===== config.mk =====
export PLATFORM = sky130hd
export DESIGN_NAME = length_prefixed_deframer
export DESIGN_NICKNAME = d
export VERILOG_FILES = /design/src/sv/lpd_pkg.sv /design/src/sv/lpd_front.sv /design/src/sv/lpd_queue.sv /design/src/sv/lpd_back.sv /design/src/sv/length_prefixed_deframer.sv
export VERILOG_INCLUDE_DIRS = /design/src /design/src/sv
export SDC_FILE = /design/constraint.sdc
export NUM_CORES = 1
export LEC_CHECK = 0
export ABC_AREA = 1
export BUFFER_PORTS_ARGS = -buffer_cell sky130_fd_sc_hd__buf_4
export CORE_ASPECT_RATIO = 0.6
export CORE_MARGIN = 2
export CORE_UTILIZATION = 44
export CTS_CLUSTER_SIZE = 20
export DETAILED_ROUTE_END_ITERATION = 8
export PLACE_DENSITY_LB_ADDON = 0.25
export SKIP_LAST_GASP = 1
export SYNTH_ARGS = -nofsm -noshare
export SYNTH_HDL_FRONTEND = slang
export SYNTH_HIERARCHICAL = 1
export SYNTH_SLANG_ARGS = --single-unit

===== constraint.sdc =====
create_clock -name clk -period 3.2 [get_ports clk]
set_input_delay 0 -clock clk [delete_from_list [all_inputs] [get_ports clk]]
set_output_delay 0 -clock clk [all_outputs]
set_load 0.05 [all_outputs]

===== src/sv/length_prefixed_deframer_assert.svh =====
// Assertion macros shared by the deframer modules.
// Each macro takes a label, the clock, the active-low reset, the checked terms and a message.
`ifndef LENGTH_PREFIXED_DEFRAMER_ASSERT_SVH
`define LENGTH_PREFIXED_DEFRAMER_ASSERT_SVH

// Check an invariant at every clock edge outside reset.
`define LPD_ASSERT_ALWAYS(lbl, clk, rst_n, expr, msg) \
	lbl: assert property (@(posedge clk) disable iff (!rst_n) (expr)) else $error(msg);

// Check a consequence in the same cycle as its trigger.
`define LPD_ASSERT_IMPL(lbl, clk, rst_n, ante, cons, msg) \
	lbl: assert property (@(posedge clk) disable iff (!rst_n) (ante) |-> (cons)) \
		else $error(msg);

// Check a consequence in the cycle after its trigger.
`define LPD_ASSERT_NEXT(lbl, clk, rst_n, ante, cons, msg) \
	lbl: assert property (@(posedge clk) disable iff (!rst_n) (ante) |=> (cons)) \
		else $error(msg);

`endif


===== src/sv/lpd_pkg.sv =====
`default_nettype none

package lpd_pkg;

	// Result item codes
	typedef enum logic [2:0] {
		KIND_BYTE  = 3'd0,
		KIND_GOOD  = 3'd1,
		KIND_ZERO  = 3'd2,
		KIND_EMPTY = 3'd3,
		KIND_PROTO = 3'd4,
		KIND_OVER  = 3'd5
	} kind_t;

	// Configuration register indexes
	localparam int unsigned CFG_INDEX_W = 2;
	localparam logic [CFG_INDEX_W-1:0] CFG_MAGIC_FIRST  = 2'd0;
	localparam logic [CFG_INDEX_W-1:0] CFG_MAGIC_SECOND = 2'd1;
	localparam logic [CFG_INDEX_W-1:0] CFG_MAX_PAYLOAD  = 2'd2;

	localparam int unsigned CFG_DATA_W = 32;
	localparam logic [CFG_DATA_W-1:0] MAX_PAYLOAD_RESET = 32'd65536;

	// Result queue between front and back
	localparam int unsigned QUEUE_DEPTH = 4;
	localparam int unsigned QPTR_W      = 2;

	typedef struct packed {
		kind_t      kind;
		logic [7:0] data_byte;
	} item_t;

	// One item offered across a module boundary
	typedef struct packed {
		logic  valid;
		item_t item;
	} item_slot_t;

endpackage

`default_nettype wire


===== src/sv/lpd_front.sv =====
`default_nettype none

module lpd_front
	import lpd_pkg::*;
#(
	parameter int unsigned LENGTH_BITS = 32
) (
	input  wire logic                   clk,
	input  wire logic                   arst_n,
	input  wire logic                   accept,
	input  wire logic [7:0]             byte_in,
	input  wire logic                   wr_en,
	input  wire logic [CFG_INDEX_W-1:0] wr_index,
	input  wire logic [CFG_DATA_W-1:0]  wr_data,
	output item_slot_t                  push
);

`include "length_prefixed_deframer_assert.svh"

	typedef enum logic [3:0] {
		PH_HEADER  = 4'b0001,
		PH_PAYLOAD = 4'b0010,
		PH_SKIP    = 4'b0100,
		PH_DEAD    = 4'b1000
	} phase_t;

	localparam logic [2:0] MAGIC_BYTES = 3'd2;
	localparam logic [2:0] HDR_LAST    = 3'd5;

	logic [7:0]             magic_first_q;
	logic [7:0]             magic_second_q;
	logic [CFG_DATA_W-1:0]  max_payload_q;

	phase_t                 phase_q, phase_d;
	logic [2:0]             hdr_cnt_q, hdr_cnt_d;
	logic [15:0]            magic_q, magic_d;
	logic [LENGTH_BITS-1:0] len_q, len_d;
	logic [LENGTH_BITS-1:0] remaining_q, remaining_d;
	logic                   zero_seen_q, zero_seen_d;

	logic [LENGTH_BITS+7:0] len_cat;
	logic [LENGTH_BITS-1:0] len_next;
	logic [CFG_DATA_W-1:0]  len_ext;
	logic [LENGTH_BITS-1:0] rem_dec;
	logic                   zero_now;

	// Configuration registers
	always_ff @(posedge clk or negedge arst_n) begin
		if (!arst_n) begin
			magic_first_q  <= '0;
			magic_second_q <= '0;
			max_payload_q  <= MAX_PAYLOAD_RESET;
		end else if (wr_en) begin
			case (wr_index)
				CFG_MAGIC_FIRST:  magic_first_q  <= wr_data[7:0];
				CFG_MAGIC_SECOND: magic_second_q <= wr_data[7:0];
				CFG_MAX_PAYLOAD:  max_payload_q  <= wr_data;
				default: ;
			endcase
		end
	end

	// Length with the new byte shifted in, upper bits dropped
	assign len_cat  = {len_q, byte_in};
	assign len_next = len_cat[LENGTH_BITS-1:0];
	assign len_ext  = CFG_DATA_W'(len_next);
	assign rem_dec  = remaining_q - {{(LENGTH_BITS-1){1'b0}}, |remaining_q};
	assign zero_now = (byte_in == 8'h00);

	// Classify the accepted byte and advance the framing state
	always_comb begin
		phase_d     = phase_q;
		hdr_cnt_d   = hdr_cnt_q;
		magic_d     = magic_q;
		len_d       = len_q;
		remaining_d = remaining_q;
		zero_seen_d = zero_seen_q;
		push        = '{valid: 1'b0, item: '{kind: KIND_BYTE, data_byte: 8'h00}};
		if (accept) begin
			case (phase_q)
				PH_HEADER: begin
					if (hdr_cnt_q < MAGIC_BYTES) begin
						magic_d = {magic_q[7:0], byte_in};
					end else begin
						len_d = len_next;
					end
					if (hdr_cnt_q == HDR_LAST) begin
						hdr_cnt_d = '0;
						if (magic_q != {magic_first_q, magic_second_q}) begin
							phase_d         = PH_DEAD;
							push.valid      = 1'b1;
							push.item.kind  = KIND_PROTO;
						end else begin
							remaining_d = len_next;
							len_d       = '0;
							magic_d     = '0;
							zero_seen_d = 1'b0;
							if (len_ext >= max_payload_q) begin
								phase_d        = (len_next != '0) ? PH_SKIP : PH_HEADER;
								push.valid     = 1'b1;
								push.item.kind = KIND_OVER;
							end else if (len_next == '0) begin
								push.valid     = 1'b1;
								push.item.kind = KIND_EMPTY;
							end else begin
								phase_d = PH_PAYLOAD;
							end
						end
					end else begin
						hdr_cnt_d = hdr_cnt_q + 3'd1;
					end
				end
				PH_SKIP: begin
					remaining_d = rem_dec;
					if (rem_dec == '0) begin
						phase_d = PH_HEADER;
					end
				end
				PH_PAYLOAD: begin
					remaining_d         = rem_dec;
					push.valid          = 1'b1;
					push.item.data_byte = byte_in;
					if (rem_dec != '0) begin
						zero_seen_d    = zero_seen_q | zero_now;
						push.item.kind = KIND_BYTE;
					end else begin
						phase_d        = PH_HEADER;
						zero_seen_d    = 1'b0;
						push.item.kind = (zero_seen_q | zero_now) ? KIND_ZERO : KIND_GOOD;
					end
				end
				PH_DEAD: ;
				default: phase_d = PH_HEADER;
			endcase
		end
	end

	always_ff @(posedge clk or negedge arst_n) begin
		if (!arst_n) begin
			phase_q     <= PH_HEADER;
			hdr_cnt_q   <= '0;
			magic_q     <= '0;
			len_q       <= '0;
			remaining_q <= '0;
			zero_seen_q <= 1'b0;
		end else begin
			phase_q     <= phase_d;
			hdr_cnt_q   <= hdr_cnt_d;
			magic_q     <= magic_d;
			len_q       <= len_d;
			remaining_q <= remaining_d;
			zero_seen_q <= zero_seen_d;
		end
	end

	`LPD_ASSERT_NEXT(a_dead_sticks, clk, arst_n, phase_q == PH_DEAD, phase_q == PH_DEAD, "dead phase left")
	`LPD_ASSERT_IMPL(a_payload_nonzero, clk, arst_n, phase_q == PH_PAYLOAD, remaining_q != '0, "payload with nothing left")
	`LPD_ASSERT_IMPL(a_skip_nonzero, clk, arst_n, phase_q == PH_SKIP, remaining_q != '0, "skip with nothing left")
	`LPD_ASSERT_ALWAYS(a_hdr_count, clk, arst_n, hdr_cnt_q <= HDR_LAST, "header count overran")

endmodule

`default_nettype wire


===== src/sv/lpd_queue.sv =====
`default_nettype none

module lpd_queue
	import lpd_pkg::*;
(
	input  wire logic clk,
	input  wire logic arst_n,
	input  item_slot_t push,
	input  wire logic pop,
	output item_slot_t head,
	output logic      full
);

`include "length_prefixed_deframer_assert.svh"

	item_t             entry_q [QUEUE_DEPTH];
	logic [QPTR_W-1:0] wr_ptr_q;
	logic [QPTR_W-1:0] rd_ptr_q;
	logic [QPTR_W:0]   count_q;

	assign full       = (count_q == (QPTR_W+1)'(QUEUE_DEPTH));
	assign head.valid = (count_q != '0);
	assign head.item  = entry_q[rd_ptr_q];

	// Store pushed items
	always_ff @(posedge clk) begin
		if (push.valid) begin
			entry_q[wr_ptr_q] <= push.item;
		end
	end

	// Advance pointers and fill count
	always_ff @(posedge clk or negedge arst_n) begin
		if (!arst_n) begin
			wr_ptr_q <= '0;
			rd_ptr_q <= '0;
			count_q  <= '0;
		end else begin
			if (push.valid) begin
				wr_ptr_q <= wr_ptr_q + 1'b1;
			end
			if (pop) begin
				rd_ptr_q <= rd_ptr_q + 1'b1;
			end
			count_q <= count_q + {{QPTR_W{1'b0}}, push.valid} - {{QPTR_W{1'b0}}, pop};
		end
	end

	`LPD_ASSERT_ALWAYS(a_count_bound, clk, arst_n, count_q <= (QPTR_W+1)'(QUEUE_DEPTH), "queue count overran")
	`LPD_ASSERT_IMPL(a_no_overflow, clk, arst_n, push.valid, !full, "push into full queue")
	`LPD_ASSERT_IMPL(a_no_underflow, clk, arst_n, pop, head.valid, "pop from empty queue")

endmodule

`default_nettype wire


===== src/sv/lpd_back.sv =====
`default_nettype none

module lpd_back
	import lpd_pkg::*;
(
	input  wire logic       clk,
	input  wire logic       arst_n,
	input  item_slot_t      head,
	output logic            pop,
	output logic            result_valid,
	input  wire logic       result_stall,
	output logic [2:0]      kind,
	output logic [7:0]      data_byte
);

	logic  out_valid_q;
	item_t out_item_q;

	// Refill the output register when it is empty or being taken
	assign pop = head.valid && (!out_valid_q || !result_stall);

	always_ff @(posedge clk or negedge arst_n) begin
		if (!arst_n) begin
			out_valid_q <= 1'b0;
		end else if (pop) begin
			out_valid_q <= 1'b1;
		end else if (!result_stall) begin
			out_valid_q <= 1'b0;
		end
	end

	// Hold payload while stalled
	always_ff @(posedge clk) begin
		if (pop) begin
			out_item_q <= head.item;
		end
	end

	assign result_valid = out_valid_q;
	assign kind         = out_item_q.kind;
	assign data_byte    = out_item_q.data_byte;

endmodule

`default_nettype wire


===== src/sv/length_prefixed_deframer.sv =====
// Length-prefixed stream deframer.
// Byte channel: byte_valid, byte_stall, byte_in; one raw stream byte per item.
// Result channel: result_valid, result_stall, kind, data_byte; zero or one
// result item per accepted byte (payload bytes, final-byte verdicts, empty
// message, bad magic, oversize).
// Configuration: wr_en, wr_index, wr_data write magic_first (0), magic_second
// (1) and max_payload (2); write only while the block is idle.
// Throughput: one byte per cycle while byte_stall is low. A front stage
// classifies each byte in the cycle it is accepted and pushes its result
// into a four-entry queue; an output register drains the queue. A result
// passes through the queue and then the output register before it appears
// on the result port.
// byte_stall is high while the queue is full, which happens only when the
// receiver holds result_stall; a stalled result holds its value.
// Reset (arst_n, asynchronous, active low) restores the register defaults
// (magics 0, max_payload 65536), returns to header parsing and empties the
// queue and output register. After bad magic every byte is taken and dropped
// until reset.
`default_nettype none

module length_prefixed_deframer
	import lpd_pkg::*;
#(
	parameter int unsigned LENGTH_BITS = 32
) (
	input  wire logic                   clk,
	input  wire logic                   arst_n,
	input  wire logic                   byte_valid,
	output logic                        byte_stall,
	input  wire logic [7:0]             byte_in,
	output logic                        result_valid,
	input  wire logic                   result_stall,
	output logic [2:0]                  kind,
	output logic [7:0]                  data_byte,
	input  wire logic                   wr_en,
	input  wire logic [CFG_INDEX_W-1:0] wr_index,
	input  wire logic [CFG_DATA_W-1:0]  wr_data
);

	item_slot_t push;
	item_slot_t head;
	logic       pop;
	logic       q_full;
	logic       accept;

	assign byte_stall = q_full;
	assign accept     = byte_valid && !q_full;

	lpd_front #(
		.LENGTH_BITS(LENGTH_BITS)
	) u_front (
		.clk     (clk),
		.arst_n  (arst_n),
		.accept  (accept),
		.byte_in (byte_in),
		.wr_en   (wr_en),
		.wr_index(wr_index),
		.wr_data (wr_data),
		.push    (push)
	);

	lpd_queue u_queue (
		.clk   (clk),
		.arst_n(arst_n),
		.push  (push),
		.pop   (pop),
		.head  (head),
		.full  (q_full)
	);

	lpd_back u_back (
		.clk         (clk),
		.arst_n      (arst_n),
		.head        (head),
		.pop         (pop),
		.result_valid(result_valid),
		.result_stall(result_stall),
		.kind        (kind),
		.data_byte   (data_byte)
	);

endmodule

`default_nettype wire


Yosys cells after proc, flatten, opt, wreduce, memory -nomap -nowiden
Memories as Yosys holds them, arrays and structs flattened. A register that Yosys moved wholly into a read port is not among the register bits. Cells that the tools add are included.

Bits in registers: 144. Output and inout port bits: 13. Word-level logic and storage cells: 98. Memories: 1. RAM bits: 44.

Memory list: u_queue.entry_q (words 4, bits a word 11, read ports 1, clocked after memory_dff 1, wr ports 1, RTL line lpd_queue.sv:16) `item_t entry_q [QUEUE_DEPTH];`.

Multiplexer cells: 35. $add $sub $neg: 6. $lt $le $gt $ge: 2. Bitwise logic cells: 2. Reductions and logical operators: 24. Eq/ne operators: 15.

Operators with widths (count): 32-bit 2-to-1 mux (5); 32-bit logical NOT (2); 32-bit one-hot mux with 2 select lines (1); 32-bit nonzero test (2); 16-bit 2-to-1 mux (3); 4-bit 2-to-1 mux (10); 32-bit >= comparator (1); 32-bit OR reduction (1); 32-bit by 1-bit subtractor with 32-bit output (1); 16-bit != test (1); 4-bit one-hot mux with 4 select lines (1); 12-bit 2-to-1 mux (1); 3-bit 2-to-1 mux (3); 8-bit logical NOT (1); 8-bit 2-to-1 mux (1); 4-bit one-hot mux with 2 select lines (1); 2-bit AND reduction (4); 4-bit AND reduction (2); 1-bit 2-to-1 mux (7); 3-bit == test (second input constant) (2); 2-bit by 1-bit != test with 1-bit output (second input constant) (3); 6-bit AND reduction (1); 2-bit by 1-bit adder with 2-bit output (second input constant) (2); 4-bit by 1-bit == test with 1-bit output (second input constant) (1); other kinds (22) (27).

Depth between registers and ports, before layout
Gate-level depths: netlist of the first run.

Word-level depth: 9. Depth in mapped cells: 23.

Modules after synthesis
The synthesis of the first run kept the hierarchy.

Modules (own cells, without submodules): lpd_front (cells each 1136, times used 1, area each 8106.5 µm²); lpd_queue (cells each 220, times used 1, area each 2280.9 µm²); lpd_back (cells each 16, times used 1, area each 375.4 µm²); length_prefixed_deframer (cells each 2, times used 1, area each 10.0 µm²).

Least setup slack after synthesis of the first run
OpenSTA, ideal clock, no wires.

Kind: register to register. From: register u_queue.count_q[1]. To: register u_queue.count_q[1]. Path buffers: 0. Path slack: 0.225 ns. Cell stages (with the launch flop): 13. Arrival: 2.911 ns. Cell sequence: dfrtp_1 nor3_1 nor2_2 inv_1 nor2_4 inv_2 nor2_1 a21oi_1 nand2_1 ha_1 inv_1 fa_1 inv_1.

RTL lines: start: declaration (RTL line lpd_queue.sv:19) `logic [QPTR_W:0] count_q;`; start signal: assignment (RTL line lpd_queue.sv:45) `count_q <= count_q + {{QPTR_W{1'b0}}, push.valid} - {{QPTR_W{1'b0}}, pop};`.

Worst setup path in the final report of the first run
From: register u_front.remaining_q[9]. To: register u_front.phase_q[2].

Word-level cells in the longest chain between the ends: 5.

Ends and longest elaborated chain: start: declaration (RTL line lpd_front.sv:38) `logic [LENGTH_BITS-1:0] remaining_q, remaining_d;`; start signal: assignment (RTL line lpd_front.sv:151) `remaining_q <= remaining_d;`; 32-bit OR reduction (RTL line lpd_front.sv:67) `assign rem_dec = remaining_q - {{(LENGTH_BITS-1){1'b0}}, |remaining_q};`; 32-bit by 1-bit subtractor with 32-bit output * (RTL line lpd_front.sv:67); 32-bit nonzero test or 32-bit logical NOT (tied branches) (RTL line lpd_front.sv:123, lpd_front.sv:115); 2-bit != test (no source line) or 2-bit by 1-bit != test with 1-bit output (tied branches); 6-bit AND reduction (no source line) *; end signal: assignment (RTL line lpd_front.sv:147) `phase_q <= phase_d;`; end: declaration (RTL line lpd_front.sv:34) `phase_t phase_q, phase_d;`.

Mark *: on every way between the ends. The rest lies on a longest branch, timed or not. A chain may end at the register's enable or synchronous reset.

==> results of run 1 <==
[power by group]
group	leakage (nW)	internal (mW)	total [mW]	switching, mW
sequential	2.03	3.21	3.84	0.634
combinational	3.89	1.47	4.17	2.70
clock	0.296	1.26	2.28	1.02
[path summary, 6_finish.rpt]
check                           cells past startpoint                startpoint                  endpoint
min in group asynchronous                           2                    arst_n   u_front/remaining_q[27]
worst min register to register                      2  u_front/max_payload_q[6]  u_front/max_payload_q[6]
worst min-delay path                                5                byte_valid     u_queue/entry_q[0][9]
max in group asynchronous                           3                    arst_n        u_front/phase_q[0]
worst max register to register                     18    u_front/remaining_q[9]        u_front/phase_q[2]
worst max-delay path                               18    u_front/remaining_q[9]        u_front/phase_q[2]
[routing by layer]
metal | vias up | part of all wire [%] | track usage, %
met3 | 19 | 9.1 | 7.35
met4 | 0 | 0.84 | 5.29
met5 | - | 0 | 0
li1 | 4572 | - | -
met2 | 311 | 38 | 29.4
met1 | 4263 | 52 | 37.0
[final cells by class]
type                       instances  area, µm²  area share (%)
clock inverter                    15        201            1.57
timing repair buffer             135       1130            8.86
clock buffer                      17        425            3.32
inverter                         266        998            7.80
sequential                       191       5060            39.5
multi-input combinational        876       4580            35.8
tap                              322        403            3.15
[cells by family after synthesis]
logic type | Yosys count | synth area share [%]
and+or+nand+nor | 620 | 24.4
buffers and inverters | 307 | 11.2
AOI/OAI and AO/OA | 195 | 10.9
DFF | 191 | 46.9
adders and majority gates | 41 | 4.83
xor gates and xnor gates | 20 | 1.63
[flip-flops by register name, summed over array words and instances, names as in the netlist, 8 cells and up]
signal and cells:
u_front/len_q 24, u_back/data_byte 8, u_front/magic_first_q 8, u_front/magic_q 16, u_front/magic_second_q 8, u_queue/entry_q 44
u_front/max_payload_q 32, u_front/remaining_q 32
[placed cells by master (no fill, tap or decap), types with 7 or more instances in the layout]
| cell | n |
|---|---|
| inv_1 | 258 |
| clkbuf_16 | 17 |
| o21ai_0 | 66 |
| nor2_1 | 150 |
| xnor2_1 | 12 |
| dlygate4sd3_1 | 42 |
| o22ai_1 | 12 |
| xor2_1 | 7 |
| a21oi_1 | 41 |
| inv_2 | 8 |
| o211ai_1 | 57 |
| edfxtp_1 | 55 |
| ha_1 | 38 |
| o21ai_1 | 10 |
| nor2_2 | 15 |
| nand2_1 | 335 |
| dfrtp_1 | 134 |
| buf_4 | 91 |
| nor2_4 | 9 |
| nand3_1 | 58 |
| nand4_1 | 18 |
| nor3_1 | 7 |
| nand2_2 | 7 |
[stage by stage]
step                      utilization, %  hold WS (ns)
after global placement              48.2        0.0916
after floorplan                        -        -0.296
after global routing                53.1         0.148
after detailed placement            48.2        0.0942
after CTS                           52.5        0.0820
final                               53.1         0.103
[worst register-to-register path, delay by kind of cell (launching register included)]
kind / cells / cell delay, ns
and+or+nand+nor: 16 / 1.98
DFF: 1 / 0.47
adders and majority gates: 2 / 0.41
[timing repair]
item / 4_1_cts / 5_1_grt
hold buffers: 42 / 0
buffers inserted: 0 / 7
cloned: 0 / 0
hold endpoints to repair: 147 / 0
gates resized for setup: 1 / 20
pin swaps: 0 / 9
endpoints found under the setup margin: 4 / 26
==> results.py, run 1 <==
metrics = {
    "outcome": {
        "status": "completed",
    },
    "global_route": {
        "gr-total-overflow": 0,
        "grt_pass1_wl_um": 45500,
        "grt_antenna_before_repair": 0,
        "grt_usage_pct": 23.1,
        "grt_max_degree": 80,
        "grt_pass1_vias": 8414,
    },
    "placement": {
        "place_area_um2": 11600,
        "hpwlAfterDp_um": 20500,
        "port_buffers": 59,
        "dp_cells": 1741,
        "gp_congestion": 0.976,
        "pre_cts_slack_ns": 0.0286,
    },
    "route": {
        "drt-pass1-iter-count": 5,
        "drt-initial-drc-count": 1007,
        "vias": 9165,
        "ant_nets": 0,
        "viasPerCell": 5.03,
        "drcViolationCount": 0,
        "post_drt_wl_per_cell_um": 15.6,
        "wirelength_um": 28400,
    },
    "sta": {
        "period_minus_slack_ns": 2.95,
        "rsz0062_at_grt": "no",
        "fin_crit_sh_pct": 92.3,
        "slew-limit-headroom_pct": 28.8,
        "drv_slew": 0,
        "max_freq_mhz": 338,
        "layout_setup_ws_ns": 0.246,
        "finalClockSkew_ns": 0.0123,
        "finalHoldViolCount": 0,
        "worstMarginPinSlew_ns": 1.06,
        "setup_viol": 0,
        "tns_ns": 0,
    },
    "critical_path": {
        "crit_family": "simple AND/OR/NAND/NOR gates",
        "critPathSlowestCell": "dfrtp_1",
        "crit_arrival_ns": 3.30,
        "crit_path_start_kind": "flip-flop",
        "critPathRequiredTime_ns": 3.55,
        "slowest_delay_ns": 0.47,
        "end_kind": "flip-flop",
        "crit_chain": "nor2_4, nand4_1, nor2_4, nand4_1, ha_2, ha_2, nand2_1, nand2_1, nor3_2, nand2_1, nor2_1, nand4_1, nor2_1, nand3_2, nand2_4, nand2_4, nand2_1, nand2_1",
        "path_class": "reg2reg",
        "path_common_cell": "nand2_1",
        "worstPathMaxFanout": 5,
        "r2r_slack_ns": 0.25,
        "path_buf_inv": 0,
    },
    "yosys": {
        "ys_types": 43,
        "yosysTopAreaCell": "dfrtp_1",
        "yosys-top-cells-count": "nand2_1, inv_1, nor2_1",
        "async_reset_ff_share_pct": 71.2,
        "synth_area_leaders": "dfrtp_1, edfxtp_1, nand2_1",
        "ys_seq_elements": 191,
        "synth-seq-area-share_pct": 46.9,
        "synth_nets": 1462,
        "synth-edff-count": 55,
        "syn_avg_cell_area_um2": 7.84,
        "synth_ff_type": "dfrtp_1",
        "synthCells": 1374,
        "syn-cell-area_um2": 10800,
        "yosysMostFrequentCell": "nand2_1",
        "synth_top_area_share_pct": 31.1,
        "yosysWarnings": 6,
    },
    "clock_network": {
        "cts_tree": "done",
        "path_clk_slew_ns": 0.07,
        "cts_max_level": 4,
        "cts_made_buffers": 17,
        "cts_buffer_depth": 2,
        "cts-root-buf": "clkbuf_16",
        "clock_sink_count": 191,
        "clk_latency_ns": 0.46,
    },
    "floorplanning": {
        "rows": 44,
        "die-area_um2": 25800,
        "io_pins": 60,
        "dieWidth_um": 206,
        "start_util_pct": 44.7,
        "coreArea_um2": 24100,
        "die_h_um": 125,
    },
    "final_layout": {
        "fin_cells": 1822,
        "layout-drive-gt1-share_pct": 12.6,
        "antennaDiodeCount": 0,
        "area_growth_pct": 18.8,
        "final_area_um2": 12800,
        "fin_nets": 1575,
        "fillers": 2272,
    },
    "power": {
        "powerDensity_nw_per_um2": 804,
        "vdd_drop_max_mv": 0.534,
        "total_power_mw": 10.3,
        "leakage_nw": 6.22,
    },
    "min_path": {
        "hp-class": "in2reg",
    },
    "job": {
        "drv_cap": 0,
    },
}
Note: power is estimated with default switching activity, not from simulation.
==> run 2, diff against run 1 <==
Settings changed: CELL_PAD_IN_SITES_DETAIL_PLACEMENT from default to 1, CELL_PAD_IN_SITES_GLOBAL_PLACEMENT from default to 1.
==> run 2 against run 1 <==
Against the previous run: core utilization increased by 0.12 points; cell count increased by 0.22%; first-iteration DRC count decreased by 26%; via count increased by 5.4%; fmax decreased by 2.1%; combinational power increased by 7.2%; total power increased by 3.1%; non-clock buffer count increased by 4; global-route usage increased by 4.5 points; hold slack improved by 0.060 ns; critical path depth unchanged; critical path type unchanged.
==> results.py, run 2 (synthesis results as in run 1) <==
metrics = {
    "sta": {
        "max_freq_mhz": 331,
        "worstMarginPinSlew_ns": 1.12,
        "finalHoldViolCount": 0,
        "layout_setup_ws_ns": 0.182,
        "finalClockSkew_ns": 0.0132,
        "setup_viol": 0,
        "slew-limit-headroom_pct": 25.2,
        "fin_crit_sh_pct": 94.3,
        "period_minus_slack_ns": 3.02,
        "drv_slew": 0,
    },
    "route": {
        "wl_met2_um": 14800,
        "drcViolationCount": 0,
        "highest_layer": "met4",
        "wirelength_um": 33900,
        "viasPerCell": 5.29,
        "ant_nets": 0,
        "drt-pass1-iter-count": 5,
        "wl_met1_um": 16400,
        "vias": 9659,
        "wl_met3_um": 2370,
        "post_drt_wl_per_cell_um": 18.6,
        "drt-initial-drc-count": 749,
    },
    "power": {
        "vdd_drop_max_mv": 0.363,
        "powerDensity_nw_per_um2": 827,
        "leakage_nw": 6.24,
    },
    "final_layout": {
        "largestRegisters": "u_queue/entry_q: 44 flops, u_front/max_payload_q: 32 flops, u_front/remaining_q: 32 flops",
        "final_util_pct": 53.2,
        "final_common_cell": "nand2_1",
        "area_growth_pct": 19.1,
        "regMostFlops": "u_queue/entry_q",
        "layout_common_cells": "nand2_1, inv_1, nor2_1",
        "layout-drive-gt1-share_pct": 12.6,
        "largest_reg_flops": 44,
        "fin_nets": 1579,
        "antennaDiodeCount": 0,
        "fillers": 2950,
    },
    "placement": {
        "port_buffers": 59,
        "hpwlAfterDp_um": 23800,
        "pre_cts_slack_ns": 0.0332,
        "gp_congestion": 0.915,
    },
    "global_route": {
        "gr-total-overflow": 0,
        "grt_antenna_before_repair": 0,
        "grt_pass1_vias": 9950,
        "grt_usage_pct": 27.6,
        "grt_max_degree": 104,
        "grt_pass1_wl_um": 54700,
    },
    "floorplanning": {
        "dieWidth_um": 206,
        "start_util_pct": 44.7,
        "coreArea_um2": 24100,
        "rows": 44,
        "die-area_um2": 25800,
        "die_h_um": 125,
        "io_pins": 60,
    },
    "clock_network": {
        "clk_latency_ns": 0.45,
        "cts_max_level": 4,
        "clock_sink_count": 191,
        "path_clk_slew_ns": 0.08,
        "cts_tree": "done",
        "cts-root-buf": "clkbuf_16",
        "cts_made_buffers": 17,
        "cts_buffer_depth": 2,
    },
    "critical_path": {
        "crit_arrival_ns": 3.28,
        "crit_path_start_kind": "flip-flop",
        "critPathRequiredTime_ns": 3.46,
        "worstPathMaxFanout": 10,
        "path_class": "reg2reg",
        "end_kind": "flip-flop",
    },
    "outcome": {
        "status": "completed",
    },
    "job": {
        "drv_cap": 0,
    },
    "min_path": {
        "hp-class": "in2reg",
    },
}
run 2: where the power goes:
part | switching [mW] | internal (mW) | leakage, nW
logic | 2.93 | 1.54 | 3.91
registers | 0.706 | 3.21 | 2.03
clock network | 0.956 | 1.27 | 0.294
total | 4.59 | 6.02 | 6.24
run 2: repair_timing:
item,4_1_cts,5_1_grt
hold buffers,42,0
resized for setup,2,27
setup buffers,0,9
pin swaps,0,5
setup endpoints to repair,8,15
hold endpoints to repair,168,0
run 2: worst paths after layout:
path	end	slack [ns]	cells past startpoint	start
setup / recovery	u_queue/entry_q[2][9]	0.18	18	u_front/remaining_q[21]
hold / removal	u_front/hdr_cnt_q[0]	0.16	6	byte_valid
setup reg to reg	u_queue/entry_q[2][9]	0.18	18	u_front/remaining_q[21]
hold reg to reg	u_front/max_payload_q[4]	0.49	2	u_front/max_payload_q[4]
max in group asynchronous	u_front/phase_q[0]	1.98	3	arst_n
min in group asynchronous	u_front/max_payload_q[22]	0.26	2	arst_n
run 2: stage by stage:
stage	power, mW	cell area (µm²)	hold WS [ns]	setup TNS, ns	cells
final	10.6	12800	0.163	0	1826
after global routing	11.4	12800	0.157	-0.181	1826
after CTS	10.4	12700	0.129	0	1817
after detailed placement	8.02	11600	0.217	0	1743
after global placement	7.83	11600	0.215	0	1743
after floorplan	6.63	10800	-0.296	0	1374
run 2: critical path, stage by stage (launching register included):
cell and delay, ns:
dfrtp_1 0.42, nor2_2 0.08, nand2_1 0.11, inv_1 0.05
nand2_1 0.06, nor2_2 0.04, nand4_1 0.07, ha_2 0.21
nand2_1 0.13, nor2_4 0.35, buf_4 0.20, nand3_1 0.08
nand2_1 0.09, nand2_1 0.14, nor2_1 0.13, nand2_1 0.06
nor2_1 0.18, nand4_1 0.16, a21oi_2 0.27
run 2: final cells by class:
type / instances / area (µm²) / share of cell area, %
flip-flops and latches: 191 / 5060 / 39.4
multi-input cells: 876 / 4620 / 36.0
repair buffers: 139 / 1150 / 8.98
inverters: 266 / 998 / 7.78
clock buffers: 25 / 507 / 3.95
well taps: 322 / 403 / 3.14
clock inverters: 7 / 96.3 / 0.751
run 2: per-layer routing:
layer | up-vias | GRT usage (%)
li1 | 4569 | -
met1 | 4806 | 40.8
met2 | 253 | 40.4
met3 | 31 | 7.82
met4 | 0 | 5.38
met5 | - | 0
